$ cat src/hdl/lfid_pkg.sv
// shared types, constants and helpers for the lowest free identifier allocator
`timescale 1ns / 1ps
package lfid_pkg;

    localparam int NUM_IDS_DEF = 4096;
    localparam int ID_W        = 16;
    localparam int WORD_W      = 64;
    localparam int BIT_W       = 6;
    localparam int BYTE_CNT    = WORD_W / 8;

    localparam logic [ID_W-1:0] ID_BASE_RESET = 16'd300;

    localparam logic OP_ALLOC   = 1'b0;
    localparam logic OP_RELEASE = 1'b1;

    localparam logic [1:0] ST_OK    = 2'd0;
    localparam logic [1:0] ST_FULL  = 2'd1;
    localparam logic [1:0] ST_RANGE = 2'd2;

    typedef struct packed {
        logic clr_wr;
        logic load;
        logic rd;
        logic rd_next;
        logic eval;
        logic res_range;
        logic res_full;
        logic out_load;
    } t_cmd;

    typedef struct packed {
        logic is_release;
        logic in_range;
        logic word_free;
        logic last_word;
        logic clr_last;
    } t_stat;

    // lowest clear bit of a word: byte first, then bit within the byte
    function automatic logic [BIT_W-1:0] lfid_ffz(input logic [WORD_W-1:0] word);
        logic [2:0] byte_sel;
        logic [2:0] bit_sel;
        logic [7:0] byte_val;
        byte_sel = '0;
        bit_sel  = '0;
        for (int b = BYTE_CNT - 1; b >= 0; b--) begin
            if (~&word[b*8 +: 8]) begin
                byte_sel = 3'(b);
            end
        end
        byte_val = word[byte_sel*8 +: 8];
        for (int k = 7; k >= 0; k--) begin
            if (!byte_val[k]) begin
                bit_sel = 3'(k);
            end
        end
        return {byte_sel, bit_sel};
    endfunction

endpackage

$ cat src/hdl/lfid_datapath.sv
// bitmap memory, word scan datapath, base register and result registers
`timescale 1ns / 1ps
module lfid_datapath
    import lfid_pkg::*;
#(
    parameter int NUM_IDS = NUM_IDS_DEF
) (
    input  logic            i_clk,
    input  logic            i_rst_n,
    input  logic            i_cfg_we,
    input  logic [ID_W-1:0] i_cfg_wdata,
    input  logic            i_opcode,
    input  logic [ID_W-1:0] i_release_id,
    input  t_cmd            i_cmd,
    output t_stat           o_stat,
    output logic [ID_W-1:0] o_granted_id,
    output logic [1:0]      o_status
);

    localparam int NUM_WORDS = (NUM_IDS + WORD_W - 1) / WORD_W;
    localparam int WADDR_W   = (NUM_WORDS > 1) ? $clog2(NUM_WORDS) : 1;
    localparam int IDX_W     = WADDR_W + BIT_W;
    localparam int CMP_W     = 18;

    logic [WORD_W-1:0]  r_mem [NUM_WORDS];
    logic [WORD_W-1:0]  r_rdata;
    logic [ID_W-1:0]    r_id_base;
    logic               r_op;
    logic               r_in_range;
    logic [WADDR_W-1:0] r_addr;
    logic [BIT_W-1:0]   r_bit;
    logic [WADDR_W-1:0] r_clr_addr;
    logic [ID_W-1:0]    r_granted;
    logic [1:0]         r_status;
    logic [ID_W-1:0]    r_out_granted;
    logic [1:0]         r_out_status;

    logic [CMP_W-1:0]   off;
    logic               off_ok;
    logic [WADDR_W-1:0] rd_addr;
    logic [BIT_W-1:0]   ffz;
    logic               word_free;
    logic [IDX_W-1:0]   idx;
    logic [CMP_W-1:0]   id_sum;
    logic               fits;
    logic [BIT_W-1:0]   bit_sel;
    logic [WORD_W-1:0]  mask;
    logic               mem_we;
    logic [WADDR_W-1:0] mem_waddr;
    logic [WORD_W-1:0]  mem_wdata;

    assign off    = CMP_W'(i_release_id) - CMP_W'(r_id_base);
    assign off_ok = (i_release_id >= r_id_base) && (off < CMP_W'(NUM_IDS));

    assign rd_addr   = i_cmd.rd_next ? r_addr + 1'b1 : r_addr;
    assign ffz       = lfid_ffz(r_rdata);
    assign word_free = ~&r_rdata;
    assign idx       = {r_addr, ffz};
    assign id_sum    = CMP_W'(r_id_base) + CMP_W'(idx);
    assign fits      = (CMP_W'(idx) < CMP_W'(NUM_IDS)) && (id_sum <= CMP_W'(16'hFFFF));

    assign bit_sel = r_op ? r_bit : ffz;
    assign mask    = WORD_W'(1) << bit_sel;

    always_comb begin
        mem_we    = 1'b0;
        mem_waddr = r_addr;
        mem_wdata = r_rdata | mask;
        if (i_cmd.clr_wr) begin
            mem_we    = 1'b1;
            mem_waddr = r_clr_addr;
            mem_wdata = '0;
        end else if (i_cmd.eval) begin
            mem_we    = r_op || fits;
            mem_wdata = r_op ? (r_rdata & ~mask) : (r_rdata | mask);
        end
    end

    always_ff @(posedge i_clk) begin
        if (mem_we) begin
            r_mem[mem_waddr] <= mem_wdata;
        end
        if (i_cmd.rd || i_cmd.rd_next) begin
            r_rdata <= r_mem[rd_addr];
        end
    end

    always_ff @(posedge i_clk) begin
        if (!i_rst_n) begin
            r_id_base  <= ID_BASE_RESET;
            r_clr_addr <= '0;
        end else begin
            if (i_cfg_we) begin
                r_id_base <= i_cfg_wdata;
            end
            if (i_cmd.clr_wr) begin
                r_clr_addr <= r_clr_addr + 1'b1;
            end
        end
    end

    always_ff @(posedge i_clk) begin
        if (i_cmd.load) begin
            r_op       <= i_opcode;
            r_in_range <= off_ok;
            r_bit      <= off[BIT_W-1:0];
            r_addr     <= (i_opcode == OP_RELEASE) ? off[BIT_W +: WADDR_W] : '0;
        end else if (i_cmd.rd_next) begin
            r_addr <= rd_addr;
        end

        if (i_cmd.res_range) begin
            r_granted <= '0;
            r_status  <= ST_RANGE;
        end else if (i_cmd.res_full) begin
            r_granted <= '0;
            r_status  <= ST_FULL;
        end else if (i_cmd.eval) begin
            if (r_op == OP_RELEASE) begin
                r_granted <= '0;
                r_status  <= ST_OK;
            end else if (fits) begin
                r_granted <= id_sum[ID_W-1:0];
                r_status  <= ST_OK;
            end else begin
                r_granted <= '0;
                r_status  <= ST_FULL;
            end
        end

        if (i_cmd.out_load) begin
            r_out_granted <= r_granted;
            r_out_status  <= r_status;
        end
    end

    assign o_stat.is_release = (r_op == OP_RELEASE);
    assign o_stat.in_range   = r_in_range;
    assign o_stat.word_free  = word_free;
    assign o_stat.last_word  = (r_addr == WADDR_W'(NUM_WORDS - 1));
    assign o_stat.clr_last   = (r_clr_addr == WADDR_W'(NUM_WORDS - 1));

    assign o_granted_id = r_out_granted;
    assign o_status     = r_out_status;

endmodule

$ cat config.mk
export PLATFORM = sky130hd
export DESIGN_NAME = lfid_datapath
export DESIGN_NICKNAME = d
export VERILOG_FILES = /design/src/hdl/lfid_pkg.sv /design/src/hdl/lfid_datapath.sv
export SDC_FILE = /design/constraint.sdc
export NUM_CORES = 2
export LEC_CHECK = 0
export BUFFER_PORTS_ARGS = -buffer_cell sky130_fd_sc_hd__buf_4
export CORE_UTILIZATION = 45
export CTS_BUF_LIST = sky130_fd_sc_hd__clkbuf_16
export CTS_CLUSTER_DIAMETER = 50
export CTS_CLUSTER_SIZE = 8
export DETAILED_ROUTE_END_ITERATION = 16
export RECOVER_POWER = 50
export SYNTH_ARGS = -nofsm -noshare
export SYNTH_HDL_FRONTEND = slang
export SYNTH_SLANG_ARGS = --single-unit
$ cat constraint.sdc
create_clock -name i_clk -period 12.6 [get_ports i_clk]
set_input_delay 0.63 -clock i_clk [delete_from_list [all_inputs] [get_ports i_clk]]
set_output_delay 0.63 -clock i_clk [all_outputs]
set_load 0.03 [all_outputs]
Word level (Yosys, flattened, before mapping)
Memory sizes are Yosys's and may differ from the RTL's. A register that Yosys moved wholly into a read port is not among the register bits.
Index checks and enable logic that the tools add are counted.

storage, ports and cells
  bits in registers = 72
  RAM bits = 4096
  output and inout port bits = 23
  memories kept = 1

memories
  name   words  bits a word  read ports  clocked after memory_dff  write ports  RTL line             RTL
  r_mem  64     64           1           1                         1            lfid_datapath.sv:25  logic [WORD_W-1:0] r_mem [NUM_WORDS];

operators by class
  add/sub/neg operators = 4
  $lt $le $gt $ge = 3
  eq/ne operators = 2
  shifts and indexed selects = 2
  mux-type cells = 35
  bitwise operators = 3
  reduce and logical (&&, ||, !) cells = 16

operators by type and width
  operator                                                                 number
  64-bit two-way mux                                                       3
  64-bit AND                                                               1
  64-bit inverter                                                          1
  64-bit OR                                                                1
  64-bit AND reduction                                                     1
  8-bit AND reduction                                                      8
  64-bit by 7-bit indexed part select with 8-bit output                    1
  1-bit by 6-bit << shifter with 64-bit output, first input constant       1
  3-bit two-way mux                                                        16
  6-bit two-way mux                                                        6
  16-bit two-way mux                                                       2
  18-bit by 13-bit < comparator with 1-bit output, second input constant   1
  16-bit by 12-bit adder with 17-bit output                                1
  17-bit by 16-bit <= comparator with 1-bit output, second input constant  1
  16-bit by 16-bit subtractor with 17-bit output                           1
  16-bit >= comparator                                                     1
  6-bit by 1-bit adder with 6-bit output, second input constant            2
  6-bit equality test, second input constant                               2
  1-bit two-way mux                                                        6
  2-bit two-way mux                                                        2
  2-bit nonzero test                                                       2
  1-bit logical OR                                                         2
  2-bit OR reduction                                                       1
  1-bit logical AND                                                        1
  1-bit zero test                                                          1

Logic depth before layout (Yosys ltp)
  depth after elaboration = 25
  mapped depth = 26
  gate-level depth less buffers = 24

Least setup slack after synthesis
OpenSTA, ideal clock, no wires.

  path type = register to register
  from = register r_rdata[6], read port of r_mem
  to = memory r_mem[53][0] (enable)
  library setup time = 0.666 ns
  data arrival time = 11.587 ns
  setup slack = 0.347 ns
  stages on the path, launching flop included = 22
  buffers on the path = 1
  cells stage by stage = edfxtp_1 nand4_2 or4_4 o32ai_2 buf_2 o21ai_0 and3_1 or4b_1 a221o_1 and3_1 ha_1 nor2b_1 o21ai_0 a21boi_0 o21ai_0 a21boi_0 o21ai_0 a21boi_0 o31a_1 o21ai_0 o22ai_1 nor4b_1

between the ends
  longest elaborated chain between the ends = 18

RTL lines
  item                                                   RTL line             RTL
  start: declaration                                     lfid_datapath.sv:26  logic [WORD_W-1:0] r_rdata;
  8-bit AND reduction                                    lfid_pkg.sv:47       if (~&word[b*8 +: 8]) begin
  3-bit two-way mux                                      lfid_pkg.sv:47
  64-bit by 7-bit indexed part select with 8-bit output  lfid_pkg.sv:51       byte_val = word[byte_sel*8 +: 8];
  3-bit two-way mux (8 in series)                        lfid_pkg.sv:53       if (!byte_val[k]) begin
  16-bit by 12-bit adder with 17-bit output *            lfid_datapath.sv:59  assign id_sum = CMP_W'(r_id_base) + CMP_W'(idx);
  17-bit by 16-bit <= comparator with 1-bit output *     lfid_datapath.sv:60  assign fits = (CMP_W'(idx) < CMP_W'(NUM_IDS)) && (id_sum <= CMP_W'(16'hFFFF));
  1-bit logical OR *                                     lfid_datapath.sv:74  mem_we = r_op || fits;
  1-bit two-way mux *                                    lfid_datapath.sv:73  end else if (i_cmd.eval) begin
  1-bit two-way mux *                                    lfid_datapath.sv:69  if (i_cmd.clr_wr) begin
  1-bit two-way mux *                                    lfid_datapath.sv:80  if (mem_we) begin
  1-bit two-way mux (implied by the code) *              lfid_datapath.sv:81  r_mem[mem_waddr] <= mem_wdata;
  end: declaration                                       lfid_datapath.sv:25

Mark *: on every way between the ends. The rest lies on a longest branch, timed or not.

Worst setup path after layout
  from = register r_rdata[60], read port of r_mem
  to = memory r_mem[42][51], data pin

between the ends
  longest elaborated chain between the ends = 25
  elaborated cells between the ends (all ways) = 26

RTL lines
  item                                                   RTL line             RTL
  8-bit AND reduction                                    lfid_pkg.sv:47
  3-bit two-way mux (8 in series)                        lfid_pkg.sv:47
  64-bit by 7-bit indexed part select with 8-bit output  lfid_pkg.sv:51
  3-bit two-way mux (8 in series)                        lfid_pkg.sv:53
  6-bit two-way mux *                                    lfid_datapath.sv:62  assign bit_sel = r_op ? r_bit : ffz;
  1-bit by 6-bit << shifter with 64-bit output *         lfid_datapath.sv:63  assign mask = WORD_W'(1) << bit_sel;
  64-bit inverter                                        lfid_datapath.sv:75  mem_wdata = r_op ? (r_rdata & ~mask) : (r_rdata | mask);
  64-bit AND                                             lfid_datapath.sv:75
  64-bit two-way mux                                     lfid_datapath.sv:75
  64-bit two-way mux *                                   lfid_datapath.sv:73
  64-bit two-way mux *                                   lfid_datapath.sv:69
  net mem_wdata[51]                                      lfid_datapath.sv:50  logic [WORD_W-1:0] mem_wdata;

Mark *: on every way through the listed nets, which the timed path passes. The rest lies on a longest branch.

==> impl_metrics.csv <==
group,metric,value,unit
setup_path,critPathRequiredTime,12850,ps
setup_path,reg2regPathDepth,14,
grt,track_usage,0.253,
synthesis,synthArstFlopShare,0,
drt,wire_per_inst,37.7,µm
cells_and_area,mostFrequentLayoutCell,"edfxtp_1",
flow_run,maxCapViolCount,74,
timing,hold_violations,0,
floorplanning,die_area,0.365,mm²
timing,period_share,0.881,
grt,grt_pass1_vias,78500,
grt,grt_max_degree,128,
power_and_ir_drop,ir_drop,174,µV
floorplanning,fp.dieW,604,µm
placement,gp_congestion,0.837,
cells_and_area,area_delta_synth_final,15.7,%
placement,port_buffers,66,
synthesis,synth_cell_type_count,79,
cts,post_cts_resized,0,
synthesis,ys.flop_type,"edfxtp_1",
synthesis,synth_top_area_cell,"edfxtp_1",
floorplanning,die_h,604,µm
setup_path,cp-start-kind,"flop",
drt,dr.pass1.iters,5,
synthesis,yosys_warnings,0,
floorplanning,rows,220,
cts,cts.sinks,4232,
floorplanning,ioPinCount,67,
setup_path,crit_arrival,11350,ps
timing,setup_viol,0,
status,status,"finished with violations",
cts,path_clk_slew,50,ps
synthesis,ys_seq_area_frac,0.776,
synthesis,synth.net_count,6753,
power_and_ir_drop,power.leakage,59.1,nW
cts,cts_tree,"built",
drt,first_iter_violations,10500,
timing,fin_crit,11090,ps
cts,cts.path.max_buffers,4,
drt,finalWirelength,460000,µm
cts,cts_hold_buffers,38,
setup_path,timing.critical_path.from,"r_rdata[60]",
setup_path,worst_setup_path_end_kind,"flop",
grt,grt_overflow_total,0,
drt,via_per_inst,6.37,
power_and_ir_drop,powerDensity,208,mW/mm²
timing,fmax,90.1,MHz
grt,antenna_found_initial,48,
setup_path,r2r_start,"r_rdata[60]",
worst_hold_path,whs_path_depth,3,
synthesis,synth_area_per_cell,24.4,µm²
worst_hold_path,holdCritPathClass,"in2reg",
cells_and_area,drive_gt1_frac,0.327,
timing,max_slew_margin,-2.31,
setup_path,path_class,"reg2reg",
cts,cts_buffers,613,
status,failed_checks,"capacitance limit, slew limit",
timing,rsz0062_at_grt,"false",
floorplanning,start_util,0.453,
timing,clock_skew,72.9,ps
cts,worstSkewPairLatency,1060,ps
synthesis,synth_edf_count,4192,
drt,via_count,77800,
placement,placed_area,0.172,mm²
synthesis,syn_inst,6677,
timing,setup_tns,0,ps
drt,ant_nets,0,
cts,htree_num_levels,6,
synthesis,synth_top_area_frac,0.771,
synthesis,ys_ff_latch,4232,
cts,root_buffer,"clkbuf_16",
grt,grt_pass1_wl,639000,µm
synthesis,ys_top_cells_by_area,"edfxtp_1, mux4_2, clkbuf_1, dfxtp_1, a211oi_1",
drt,drc,0,
worst_hold_path,hold_start,"i_cfg_we",
floorplanning,core,0.360,mm²
timing,slew_violations,4440,
timing,tightest_slew,4970,ps
cells_and_area,layout_common_cells,"edfxtp_1, mux4_2, clkbuf_16, buf_4, clkbuf_1",
cells_and_area,final_area,0.189,mm²
synthesis,synth_area,0.163,mm²
setup_path,critPathMaxFanout,64,
cts,postCtsSetupBuffers,0,
cells_and_area,final_nets,7370,
placement,dp_hpwl,272000,µm
==> kinds of logic (layout without fill, tap and decap cells) <==
logic type	Yosys count	count (layout)	share of synthesized area
compound gates	281	281	0.0124
xor+xnor	21	21	0.00113
fa+ha+maj	32	32	0.00255
buf+inv	410	1147	0.00968
flops	4232	4232	0.776
mux	1380	1380	0.188
other cells	0	22	0
simple gates	321	321	0.0101
==> cell type report <==
| cell class | instances | area, µm² |
|---|---|---|
| Timing Repair Buffer | 367 | 2700 |
| Clock inverter | 120 | 1610 |
| Fill cell | 27200 | 171000 |
| Inverter | 45 | 169 |
| Tap cell | 4773 | 5970 |
| Multi-Input combinational cell | 2035 | 36200 |
| Clock buffer | 615 | 15400 |
| Sequential cell | 4232 | 127000 |
| Antenna cell | 22 | 55.1 |
==> layer usage <==
layer | GRT usage | wire (µm)
met5 | 0 | 136
met4 | 0.0757 | 14500
met3 | 0.0465 | 39900
met2 | 0.408 | 225000
met1 | 0.353 | 181000
==> cell usage after synthesis, drive strengths merged (13+ instances only) <==
library cell and n:
buf 93, xnor2 14, nand3 33, a41oi 16, clkbuf 272, a21oi 31, nand4 25, a31oi 34
a311oi 18, a211oi 51, inv 42, edfxtp 4192, nor2 54, ha 30, nand2 55, nor3 76
and2 13, dfxtp 40, mux4 1346, mux2i 26, nor2b 16, o21ai 36
==> final timing paths <==
check,to,slack (ps)
setup / recovery,r_mem[42][51],1510
hold / removal,r_id_base[0],140
setup reg to reg,r_mem[42][51],1510
hold reg to reg,o_granted_id[1],440
==> critical path: stages (launching register included) <==
cell	delay (ps)
edfxtp_1	410
nand4_1	160
nor4_1	410
o311ai_0	250
nand2_1	630
clkinv_1	830
and3_1	410
or4b_1	500
a221o_1	440
a41o_1	260
clkbuf_1	510
and3b_1	1920
a31oi_1	370
a311oi_4	370
clkbuf_1	2590
==> where the power goes <==
| group | internal [mW] | switching (mW) | leakage [nW] |
|---|---|---|---|
| registers | 17.1 | 0.178 | 38.8 |
| logic | 2.39 | 4.85 | 11.9 |
| clock network | 8.79 | 5.89 | 8.41 |
| total | 28.3 | 10.9 | 59.1 |
==> stage by stage <==
stage	setup slack (ps)	cells	hold slack (ps)	util	total power, mW
final	1510	12200	138	0.524	39.2
after global routing	1020	12200	125	0.524	40.2
after CTS	2740	12200	64.2	0.526	39.4
after detailed placement	2800	11400	424	0.477	24.7
after global placement	2730	11400	425	0.477	24.6
after floorplan	347	6677	408	-	21.2
==> state kept, by name (all words and copies together), names as in the netlist, 2 cells and up <==
register,flops
r_clr_addr,6
r_rdata,64
r_addr,6
r_granted,16
r_bit,6
r_status,2
r_mem,4096
r_id_base,16
o_granted_id,16
o_status,2
(Power assumes the default switching activity.)
