### src/hdl/lfid_pkg.sv
// shared types, constants and helpers for the lowest free identifier allocator
`timescale 1ns / 1ps
package lfid_pkg;

    localparam int NUM_IDS_DEF = 4096;
    localparam int ID_W        = 16;
    localparam int WORD_W      = 64;
    localparam int BIT_W       = 6;
    localparam int BYTE_CNT    = WORD_W / 8;

    localparam logic [ID_W-1:0] ID_BASE_RESET = 16'd300;

    localparam logic OP_ALLOC   = 1'b0;
    localparam logic OP_RELEASE = 1'b1;

    localparam logic [1:0] ST_OK    = 2'd0;
    localparam logic [1:0] ST_FULL  = 2'd1;
    localparam logic [1:0] ST_RANGE = 2'd2;

    typedef struct packed {
        logic clr_wr;
        logic load;
        logic rd;
        logic rd_next;
        logic eval;
        logic res_range;
        logic res_full;
        logic out_load;
    } t_cmd;

    typedef struct packed {
        logic is_release;
        logic in_range;
        logic word_free;
        logic last_word;
        logic clr_last;
    } t_stat;

    // lowest clear bit of a word: byte first, then bit within the byte
    function automatic logic [BIT_W-1:0] lfid_ffz(input logic [WORD_W-1:0] word);
        logic [2:0] byte_sel;
        logic [2:0] bit_sel;
        logic [7:0] byte_val;
        byte_sel = '0;
        bit_sel  = '0;
        for (int b = BYTE_CNT - 1; b >= 0; b--) begin
            if (~&word[b*8 +: 8]) begin
                byte_sel = 3'(b);
            end
        end
        byte_val = word[byte_sel*8 +: 8];
        for (int k = 7; k >= 0; k--) begin
            if (!byte_val[k]) begin
                bit_sel = 3'(k);
            end
        end
        return {byte_sel, bit_sel};
    endfunction

endpackage

### src/hdl/lfid_ctrl.sv
// control state machine: clearing pass, request sequencing and response handshake
`timescale 1ns / 1ps
module lfid_ctrl
    import lfid_pkg::*;
(
    input  logic  i_clk,
    input  logic  i_rst_n,
    input  logic  i_req_valid,
    output logic  o_req_ready,
    output logic  o_rsp_valid,
    input  logic  i_rsp_ready,
    input  t_stat i_stat,
    output t_cmd  o_cmd
);

    localparam logic [2:0] S_CLEAR = 3'd0;
    localparam logic [2:0] S_IDLE  = 3'd1;
    localparam logic [2:0] S_START = 3'd2;
    localparam logic [2:0] S_EVAL  = 3'd3;
    localparam logic [2:0] S_DONE  = 3'd4;

    logic [2:0] r_state;
    logic [2:0] n_state;
    logic       r_rsp_valid;
    logic       n_rsp_valid;

    always_comb begin
        n_state = r_state;
        o_cmd   = '0;
        unique case (r_state)
            S_CLEAR: begin
                o_cmd.clr_wr = 1'b1;
                if (i_stat.clr_last) begin
                    n_state = S_IDLE;
                end
            end
            S_IDLE: begin
                if (i_req_valid) begin
                    o_cmd.load = 1'b1;
                    n_state    = S_START;
                end
            end
            S_START: begin
                if (i_stat.is_release && !i_stat.in_range) begin
                    o_cmd.res_range = 1'b1;
                    n_state         = S_DONE;
                end else begin
                    o_cmd.rd = 1'b1;
                    n_state  = S_EVAL;
                end
            end
            S_EVAL: begin
                priority if (i_stat.is_release || i_stat.word_free) begin
                    o_cmd.eval = 1'b1;
                    n_state    = S_DONE;
                end else if (i_stat.last_word) begin
                    o_cmd.res_full = 1'b1;
                    n_state        = S_DONE;
                end else begin
                    o_cmd.rd_next = 1'b1;
                end
            end
            S_DONE: begin
                if (!r_rsp_valid || i_rsp_ready) begin
                    o_cmd.out_load = 1'b1;
                    n_state        = S_IDLE;
                end
            end
            default: begin
                n_state = S_IDLE;
            end
        endcase
    end

    always_comb begin
        n_rsp_valid = r_rsp_valid;
        if (o_cmd.out_load) begin
            n_rsp_valid = 1'b1;
        end else if (i_rsp_ready) begin
            n_rsp_valid = 1'b0;
        end
    end

    always_ff @(posedge i_clk) begin
        if (!i_rst_n) begin
            r_state     <= S_CLEAR;
            r_rsp_valid <= 1'b0;
        end else begin
            r_state     <= n_state;
            r_rsp_valid <= n_rsp_valid;
        end
    end

    assign o_req_ready = (r_state == S_IDLE);
    assign o_rsp_valid = r_rsp_valid;

endmodule

### config.mk
export PLATFORM = sky130hd
export DESIGN_NAME = lfid_ctrl
export DESIGN_NICKNAME = d
export VERILOG_FILES = /design/src/hdl/lfid_pkg.sv /design/src/hdl/lfid_ctrl.sv
export SDC_FILE = /design/constraint.sdc
export NUM_CORES = 1
export LEC_CHECK = 0
export BUFFER_PORTS_ARGS = -buffer_cell sky130_fd_sc_hd__buf_2
export CAP_MARGIN = 5
export CORE_AREA = 10 10 47 49
export CTS_BUF_LIST = sky130_fd_sc_hd__clkbuf_4
export CTS_CLUSTER_SIZE = 16
export DETAILED_ROUTE_END_ITERATION = 16
export DIE_AREA = 0 0 57 59
export SLEW_MARGIN = 20
export SYNTH_ARGS = -nofsm -noshare
export SYNTH_HDL_FRONTEND = slang
export SYNTH_SLANG_ARGS = --single-unit
### constraint.sdc
create_clock -name i_clk -period 1.25 [get_ports i_clk]
set_clock_uncertainty 0.1 [all_clocks]
set_input_delay 0.125 -clock i_clk [delete_from_list [all_inputs] [get_ports i_clk]]
set_output_delay 0.125 -clock i_clk [all_outputs]
set_load 0.1 [all_outputs]
# [After elaboration in Yosys (flattened, before gate mapping)]
# Index checks and enable logic that the tools add are counted.
[word_totals] ff_bits=4 out_inout_bits=10 word_cells=43 input_bits=9
[classes] reduce_logical=8 n_mux=25 n_eq_ne=8
[ops] operator="$mux W3" count=6
[ops] operator="$mux W1" count=17
[ops] operator="$pmux W3 S5" count=1
[ops] operator="$eq A3 B2 Y1 const B" count=2
[ops] operator="$ne A2 B2 Y1 const B" count=3
[ops] operator="$reduce_and A4 Y1" count=1
[ops] operator="$eq A3 B1 Y1 const B" count=1
[ops] operator="$eq A3 B3 Y1 const B" count=1
[ops] operator="$logic_not A3 Y1" count=1
[ops] operator="$ne A3 B3 Y1 const B" count=1
[ops] operator="$logic_not A1 Y1" count=2
[ops] operator="$logic_or A1 B1 Y1" count=2
[ops] operator="$mux W2" count=1
[ops] operator="$reduce_bool A2 Y1" count=1
[ops] operator="$logic_and A1 B1 Y1" count=1

# [Logic depth before layout (Yosys ltp)]
# Gate-level depths: netlist of run 1.
[logic_depth] word_depth=5 ltp_mapped=5 ltp_nobuf=4

# [Worst setup path after synthesis of run 1]
# OpenSTA, ideal clock, no wires.
[synth_path] path_kind="register -> output" start="register r_state[2]" end="output port o_cmd[2] (netlist name)" arrival_time_ns=2.820 n_path_buf=1 stages_incl_launch_ff=4 slack_ns=-1.795 t_required_ns=1.025 cell_sequence="dfxtp_1 -> buf_6 -> nand2b_1 -> nor3b_1"
[synth_lines] element="from (decl)" line_no="lfid_ctrl.sv:22" rtl="logic [2:0] r_state;"
[synth_lines] element="from (signal assigned)" line_no="lfid_ctrl.sv:89" rtl="r_state <= n_state;"
[synth_lines] element="to (decl)" line_no="lfid_ctrl.sv:13" rtl="output t_cmd o_cmd"

==> flow_summary.yaml, run 1 <==
grt:
  grt_pass1_wl_um: 1960
  groute.layer.met3.usage_pct: 2.15
  global_routing_usage_summed_across_all_routing_layers_pct: 7.16
  grtUsageMet2_pct: 13.3
  gr-total-overflow: 0
  maximum_number_of_pins_on_one_net_before_global_route_repair: 8
  grt_busiest_layer: "met2"
  number_of_global_route_vias_before_repair: 451
  gr-usage-met1_pct: 6.49
  grt_antenna_before_repair: 0
yosys:
  postSynthRegisterBits: 4
  seq_area_frac_synth_pct: 24.0
  synthMostInstantiatedCell: "nor2_1"
  synth.avg_cell_area_um2: 8.15
  netlist-cell-type-count: 22
  synth_edf_count: 0
  synthTopCellsByCount: "nor2_1 (8), dfxtp_1 (4), buf_6 (3), nand2_1 (3), nor3_1 (3)"
  netlist_top_cells_area: "dfxtp_1 (24%), buf_6 (10%), nor2_1 (9.0%), nor4_4 (6.4%), nand3b_4 (6.0%)"
  syn_inst: 41
  mappedNetlistNets: 50
  synth_top_flop_cell: "dfxtp_1"
  synth.top_cell.area_share_pct: 24.0
  synth_async_sr_flop_share_pct: 0
  post-synth-top-area-cell: "dfxtp_1"
  syn_area_um2: 334
  yosysWarnings: 0
clock_tree:
  cts_made_buffers: 3
  worst_skew_pair_latency_ps: 230
  tritoncts_clock_tree: "done"
  cts_sinks: 4
  cts.reportedPaths.clkPinSlew_ps: 40
  ctsRootBufferMaster: "clkbuf_4"
  postCtsHoldBufs: 0
  cts_htree_levels: 1
  cts-root-to-sink-buffers: 2
die:
  chipWidth_um: 57
  starting_density_of_the_core_pct: 23.8
  ioPinCount: 19
  fp-row-count: 14
  die_area_um2: 3360
  die-height_um: 59
  fp.coreArea_um2: 1400
final_layout:
  synthToLayoutAreaGrowth_pct: 158
  antenna-diode-count: 0
  final_cells: 92
  fin_nets: 86
  post_route_cells_drive_above_1_share_pct: 78.9
  postLayoutCoreUtil_pct: 61.6
power:
  pwr_density_cell_nw_per_um2: 821
  power.static_leakage_nw: 0.377
  power_w: 0.000709
  ir_drop_uv: 651
worst_setup_path:
  maximum_fanout_along_the_worst_path: 6
  setup.worst_path.class: "register to primary output"
  crit_start_category: "register"
  worst_ep_required_time_ps: 1020
  kind_of_end_point_of_the_critical_path: "primary output"
  cp.arrival_ps: 1250
placed_design:
  place_hpwl_um: 839
  io_buffers: 18
  gpl.final_weighted_congestion: 0.824
  dp.cells: 79
timing:
  final_max_slew_violation_count: 0
  relSlewSlack_pct: 82.8
  fin_crit_sh_pct: 118
  hold_slack_ps: 45.9
  totalNegativeSetupSlack_ps: -1670
  grt_setup_unrepaired: "yes"
  fin_crit_ps: 1480
  final-hold-violation-count: 0
  tightest_slew_ps: 258
  max_clock_freq_mhz: 678
  setup_viol: 12
  worst_slack_ps: -225
detailed_routing:
  firstDrtPassIters: 3
  avgRoutedWirePerCell_um: 12.7
  via_count: 424
  dr.first_iter.drc_count: 6
  aggregate_routed_wire_length_um: 1170
  via_per_inst: 4.61
  drc_violations_left: 0
  ant_nets: 0
outcome:
  violations: "setup timing"
  outcome: "complete, but fails checks"
flow_run:
  cap_viol_max_count: 0
min_path:
  worst_hold_path_type: "primary input to register"
## through the flow
| stage | setup slack [ps] | cell area, um2 |
|---|---|---|
| 3_3_place_gp | -44.0 | 651 |
| 6_report | -225 | 863 |
| 3_5_place_dp | -59.6 | 651 |
| 4_1_cts | -225 | 777 |
| 5_1_grt | -303 | 863 |
| 2_1_floorplan | -911 | 372 |
## layer usage
metal / part of all wire, % / vias to the layer above
met3: 4.3 / 2
met1: 35 / 200
met5: 0 / -
met4: 1.2 / 0
met2: 59 / 10
li1: - / 212
## logic make-up after synthesis
| family | share of synthesized area (%) |
|---|---|
| AND/OR/NAND/NOR | 45.7 |
| AO/OA/AOI/OAI | 16.9 |
| buffers and inverters | 13.5 |
| flip-flops | 24.0 |
## power breakdown
group          switching, W  internal [W]  total [W]
Sequential        0.0000123      0.000134   0.000146
Combinational      0.000209      0.000161   0.000369
Clock             0.0000522      0.000141   0.000193
## critical path, cell delays in order (launching register included)
cell	delay, ps
dfxtp_2	340
nand3b_4	180
nor4_4	160
buf_4	170
buf_12	170
## sequential cells by signal, summed over array words and instances (netlist names)
register	count
o_rsp_valid	1
r_state	3
## final timing paths
| check | startpoint | endpoint | slack [ps] | depth (start not counted) |
|---|---|---|---|---|
| setup / recovery | r_state[2]$_SDFFE_PN0P_ | o_cmd[4] | -230 | 4 |
| hold / removal | i_rst_n | r_state[0]$_SDFFE_PN0P_ | 50 | 3 |
| setup reg to reg | r_state[2]$_SDFFE_PN0P_ | r_state[1]$_SDFFE_PN0P_ | -110 | 6 |
| hold reg to reg | r_state[2]$_SDFFE_PN0P_ | r_state[1]$_SDFFE_PN0P_ | 490 | 2 |
## layout by cell type, fill, tap and decap left out, types with 2 or more instances in the layout
| master | Yosys | layout |
|---|---|---|
| clkbuf_4 | 0 | 4 |
| nor2_1 | 8 | 4 |
| buf_6 | 3 | 5 |
| buf_12 | 0 | 10 |
| buf_4 | 1 | 11 |
| nor2_4 | 0 | 4 |
| nand2_1 | 3 | 2 |
| nor3b_4 | 0 | 2 |
| buf_2 | 0 | 8 |
| nor3_4 | 0 | 2 |
| dfxtp_4 | 0 | 3 |
| nand2b_4 | 0 | 2 |
## final cells by class
| cell class | instances | area [um2] |
|---|---|---|
| fill | 110 | 538 |
| timing repair buffer | 35 | 394 |
| multi-input combinational | 32 | 323 |
| sequential | 4 | 92.6 |
| clock buffer | 4 | 30.0 |
| tap | 16 | 20.0 |
| inverter | 1 | 3.75 |
## repair_timing
| action | 4_1_cts | 5_1_grt |
|---|---|---|
| hold endpoints to repair | 0 | 0 |
| pin swaps | 8 | 5 |
| setup endpoints to repair | 11 | 12 |
| resized for setup | 15 | 15 |
| buffers inserted | 5 | 5 |
Note: power is estimated with default switching activity, not from simulation.
==> run 2, diff against run 1 <==
==> constraint.sdc (replaced) <==
create_clock -name i_clk -period 1.7 [get_ports i_clk]
set_clock_uncertainty 0.1 [all_clocks]
set_input_delay 0.17 -clock i_clk [delete_from_list [all_inputs] [get_ports i_clk]]
set_output_delay 0.17 -clock i_clk [all_outputs]
set_load 0.1 [all_outputs]
==> flow_summary.yaml, run 2 (synthesis gave the netlist of run 1 again) <==
timing:
  max_clock_freq_mhz: 615
  grt_setup_unrepaired: "no"
  relSlewSlack_pct: 67.9
  final-hold-violation-count: 0
  fin_crit_sh_pct: 95.6
  final_max_slew_violation_count: 0
  worst_slack_ps: 75.3
  fin_crit_ps: 1620
  tightest_slew_ps: 485
  setup_viol: 0
die:
  die_area_um2: 3360
  ioPinCount: 19
  fp-row-count: 14
  chipWidth_um: 57
  fp.coreArea_um2: 1400
  die-height_um: 59
  starting_density_of_the_core_pct: 23.8
detailed_routing:
  via_count: 352
  via_per_inst: 4.63
  firstDrtPassIters: 2
  ant_nets: 0
  dr.first_iter.drc_count: 3
  drc_violations_left: 0
  avgRoutedWirePerCell_um: 13.1
  aggregate_routed_wire_length_um: 994
final_layout:
  antenna-diode-count: 0
  fin_nets: 71
  largest_register_ffs: 3
  fill_cells: 145
  synthToLayoutAreaGrowth_pct: 85.4
  mostFrequentLayoutCells: "buf_2 (9), buf_12 (9), nor2_1 (8)"
  post_route_cells_drive_above_1_share_pct: 56.7
  largest_register_by_flop_count: "r_state"
grt:
  maximum_number_of_pins_on_one_net_before_global_route_repair: 11
  global_routing_usage_summed_across_all_routing_layers_pct: 6.17
  grt_antenna_before_repair: 0
  grt_pass1_wl_um: 1610
  gr-total-overflow: 0
  number_of_global_route_vias_before_repair: 373
clock_tree:
  cts_setup_buffers: 0
  ctsRootBufferMaster: "clkbuf_4"
  worst_skew_pair_latency_ps: 240
  cts_sinks: 4
  tritoncts_clock_tree: "done"
  cts-root-to-sink-buffers: 2
  cts_made_buffers: 3
  cts.reportedPaths.clkPinSlew_ps: 40
  cts_htree_levels: 1
placed_design:
  gpl.final_weighted_congestion: 0.739
  io_buffers: 18
  detailedPlace.worstSlack_ps: 250
  place_hpwl_um: 798
outcome:
  outcome: "finished, final reports clean"
power:
  power_w: 0.000438
  ir_drop_uv: 385
  power.static_leakage_nw: 0.276
  pwr_density_cell_nw_per_um2: 707
worst_setup_path:
  crit_start_category: "register"
  cp.arrival_ps: 1350
  setup.reg_to_reg.worst_slack_ps: 310
  maximum_fanout_along_the_worst_path: 5
  worst_ep_required_time_ps: 1430
  kind_of_end_point_of_the_critical_path: "primary output"
  setup.worst_path.class: "register to primary output"
min_path:
  worst_hold_path_type: "primary input to register"
flow_run:
  cap_viol_max_count: 0
run 2: layout make-up:
type	count	area [um2]	area share (%)
clock buffers	3	22.5	3.64
multi-input cells	32	249	40.2
repair buffers	20	240	38.8
well taps	16	20.0	3.23
inverters	1	3.75	0.606
flip-flops and latches	4	83.8	13.5
run 2: where the power goes:
group          total, W  switching, W  internal (W)  leakage [nW]
clock network  0.000123     0.0000434     0.0000793        0.0138
registers      0.000112     0.0000121      0.000100        0.0339
logic          0.000203      0.000128     0.0000750         0.228
total          0.000438      0.000183      0.000255         0.276
run 2: worst paths after layout:
kind         cells after the start                     start                  endpoint
max                              3   r_state[1]$_SDFFE_PN0P_                  o_cmd[4]
min                              2                   i_rst_n   r_state[1]$_SDFFE_PN0P_
max reg2reg                      4   r_state[1]$_SDFFE_PN0P_   r_state[2]$_SDFFE_PN0P_
min reg2reg                      2  o_rsp_valid$_SDFFE_PN0P_  o_rsp_valid$_SDFFE_PN0P_
run 2: worst max-delay path: stages (launching register included):
cell and delay, ps:
dfxtp_1 460, nand3b_4 120, nor4_4 300, buf_12 230
run 2: what timing repair did:
| item | 4_1_cts | 5_1_grt |
|---|---|---|
| hold buffers | 0 | 0 |
| gates resized for setup | 2 | 2 |
| setup endpoints to repair | 2 | 3 |
run 2: layer usage:
metal | vias up | GRT usage (%) | part of all wire [%] | wire length (um)
li1 | 180 | - | - | -
met1 | 156 | 6.26 | 38 | 381
met2 | 13 | 9.30 | 51 | 503
met3 | 3 | 2.58 | 8.0 | 80
met4 | 0 | 6.04 | 2.9 | 29
met5 | - | 0 | 0 | 0
run 2: metrics by stage:
| step | hold WS, ps | TNS (ps) | cell area (um2) | util, % | instances |
|---|---|---|---|---|---|
| 4_1_cts | 70.9 | 0 | 612 | 43.7 | 76 |
| 5_1_grt | 82.9 | 0 | 619 | 44.2 | 76 |
| 2_1_floorplan | 187 | -3350 | 367 | - | 41 |
| 3_3_place_gp | 320 | 0 | 586 | 41.8 | 73 |
| 3_5_place_dp | 326 | 0 | 586 | 41.8 | 73 |
| 6_report | 74.3 | 0 | 619 | 44.2 | 76 |
==> run 3, diff against run 2 <==
--- a/config.mk
+++ b/config.mk
@@ -12,6 +12,7 @@
 export CTS_CLUSTER_SIZE = 16
 export DETAILED_ROUTE_END_ITERATION = 16
 export DIE_AREA = 0 0 57 59
+export SETUP_SLACK_MARGIN = 0.5
 export SLEW_MARGIN = 20
 export SYNTH_ARGS = -nofsm -noshare
 export SYNTH_HDL_FRONTEND = slang
==> flow_summary.yaml, run 3 (synthesis gave the netlist of run 1 again) <==
outcome:
  outcome: "finished, final reports clean"
power:
  netSwitchingPower_w: 0.000203
  ir_drop_uv: 557
  sequential_share_of_power_pct: 22.0
  share_comb_of_total_power_pct: 49.6
  swShare_pct: 40.0
  intPower_w: 0.000305
  p_clk_share_pct: 28.4
  pwr_density_cell_nw_per_um2: 593
  power.static_leakage_nw: 0.380
clock_tree:
  cts.reportedPaths.clkPinSlew_ps: 40
  cts_sinks: 4
  postCtsHoldBufs: 0
  cts-root-to-sink-buffers: 2
  cts_htree_levels: 1
  worst_skew_pair_latency_ps: 240
  cts_made_buffers: 3
  tritoncts_clock_tree: "done"
  ctsRootBufferMaster: "clkbuf_4"
worst_setup_path:
  maximum_fanout_along_the_worst_path: 5
  setup.worst_path.class: "register to primary output"
  worst_ep_required_time_ps: 1430
  path_depth_of_the_worst_reg2reg_path: 6
  kind_of_end_point_of_the_critical_path: "primary output"
  setup.reg_to_reg.worst_slack_ps: 230
  reg2reg_from: "r_state[2]$_SDFFE_PN0P_"
  crit_start_category: "register"
  crit-reg2reg-capture: "r_state[2]$_SDFFE_PN0P_"
  cp.arrival_ps: 1210
  setup.worst_path.start: "r_state[2]$_SDFFE_PN0P_"
  critPathCapture: "o_cmd[4]"
timing:
  relSlewSlack_pct: 80.0
  fin_crit_ps: 1480
  fin_crit_sh_pct: 86.9
  setup_viol: 0
  grt_setup_unrepaired: "yes"
  tightest_slew_ps: 298
  final_max_slew_violation_count: 0
  final-hold-violation-count: 0
  totalNegativeSetupSlack_ps: 0
  max_clock_freq_mhz: 677
final_layout:
  finalInstanceArea_um2: 858
  postLayoutCoreUtil_pct: 61.3
  largest_register_ffs: 3
  fin_nets: 86
  post_route_cells_drive_above_1_share_pct: 77.6
  layout_commonest_cell: "buf_4"
  largest_register_by_flop_count: "r_state"
  mostFrequentLayoutCells: "buf_4 (10), buf_12 (9), buf_2 (8), buf_6 (8)"
  synthToLayoutAreaGrowth_pct: 157
  antenna-diode-count: 0
grt:
  global_routing_usage_summed_across_all_routing_layers_pct: 6.82
  gr-total-overflow: 0
  maximum_number_of_pins_on_one_net_before_global_route_repair: 8
  grt_antenna_before_repair: 0
  grt_pass1_wl_um: 1830
  number_of_global_route_vias_before_repair: 417
detailed_routing:
  drc_violations_left: 0
  via_count: 437
  avgRoutedWirePerCell_um: 14.9
  aggregate_routed_wire_length_um: 1370
  via_per_inst: 4.75
  firstDrtPassIters: 4
  dr.first_iter.drc_count: 19
  ant_nets: 0
placed_design:
  dpl_cell_area_um2: 571
  gpl.final_weighted_congestion: 0.739
  io_buffers: 18
die:
  fp.coreArea_um2: 1400
  ioPinCount: 19
  die_area_um2: 3360
  die-height_um: 59
  chipWidth_um: 57
  starting_density_of_the_core_pct: 23.8
  fp-row-count: 14
flow_run:
  cap_viol_max_count: 0
min_path:
  worst_hold_path_type: "primary input to register"
==> run 3: changes by cell type in the layout (fill, tap and decap cells not counted), moves of 3 or more <==
| cell | before | now |
|---|---|---|
| buf_4 | 2 | 10 |
| buf_6 | 0 | 8 |
| dfxtp_4 | 0 | 4 |
| nor2_1 | 8 | 4 |
| dfxtp_2 | 3 | 0 |
| nor2_4 | 0 | 3 |
==> run 3: cell type report <==
class,count,area [um2]
fillers,111,543
repair buffers,35,385
flip-flops and latches,4,95.1
clock buffers,4,30.0
inverters,1,3.75
well taps,16,20.0
multi-input cells,32,324
==> run 3: critical path, cell delays in order (launching register included) <==
cell and delay, ps:
dfxtp_4 350, nand3b_4 180, nor4_4 230, buf_12 220
==> run 3: how the worst min path moves through the flow <==
stage | from | to | slack, ps | depth (start not counted)
floorplan | i_rst_n | r_state[1]$_SDFFE_PN0P_ | 190 | 1
global placement | i_rst_n | r_state[2]$_SDFFE_PN0P_ | 330 | 2
detailed placement | i_rst_n | r_state[1]$_SDFFE_PN0P_ | 330 | 2
CTS | i_rst_n | r_state[1]$_SDFFE_PN0P_ | 70 | 2
global route | i_rst_n | r_state[1]$_SDFFE_PN0P_ | 80 | 2
finish | i_rst_n | r_state[1]$_SDFFE_PN0P_ | 80 | 2
==> run 3: timing repair <==
item,4_1_cts,5_1_grt
gates resized for setup,21,17
setup endpoints to repair,13,13
buffers inserted,13,4
pin swaps,11,9
==> run 3: metrics by stage <==
stage,setup WS (ps),hold slack [ps],instances,power (W)
finish,222,83.9,92,0.000509
global route,152,76.3,92,0.000536
global placement,204,328,71,0.000294
floorplan,-461,187,41,0.000249
CTS,151,72.9,88,0.000478
detailed placement,129,328,71,0.000295
==> run 3: routing by layer <==
| layer | GRT usage (%) | share of wire (%) | up-vias |
|---|---|---|---|
| li1 | - | - | 211 |
| met1 | 6.03 | 35 | 217 |
| met3 | 3.00 | 2.8 | 2 |
| met5 | 0 | 0 | - |
| met2 | 12.7 | 62 | 7 |
| met4 | 3.69 | 0.44 | 0 |
==> run 3: power by group through the flow <==
stage,registers [W],logic (W),clock network (W)
after floorplan,0.000104,0.000145,0
after global placement,0.000116,0.000178,0
after detailed placement,0.000116,0.000178,0
after CTS,0.000108,0.000220,0.000150
after global routing,0.000113,0.000262,0.000161
final,0.000112,0.000253,0.000144
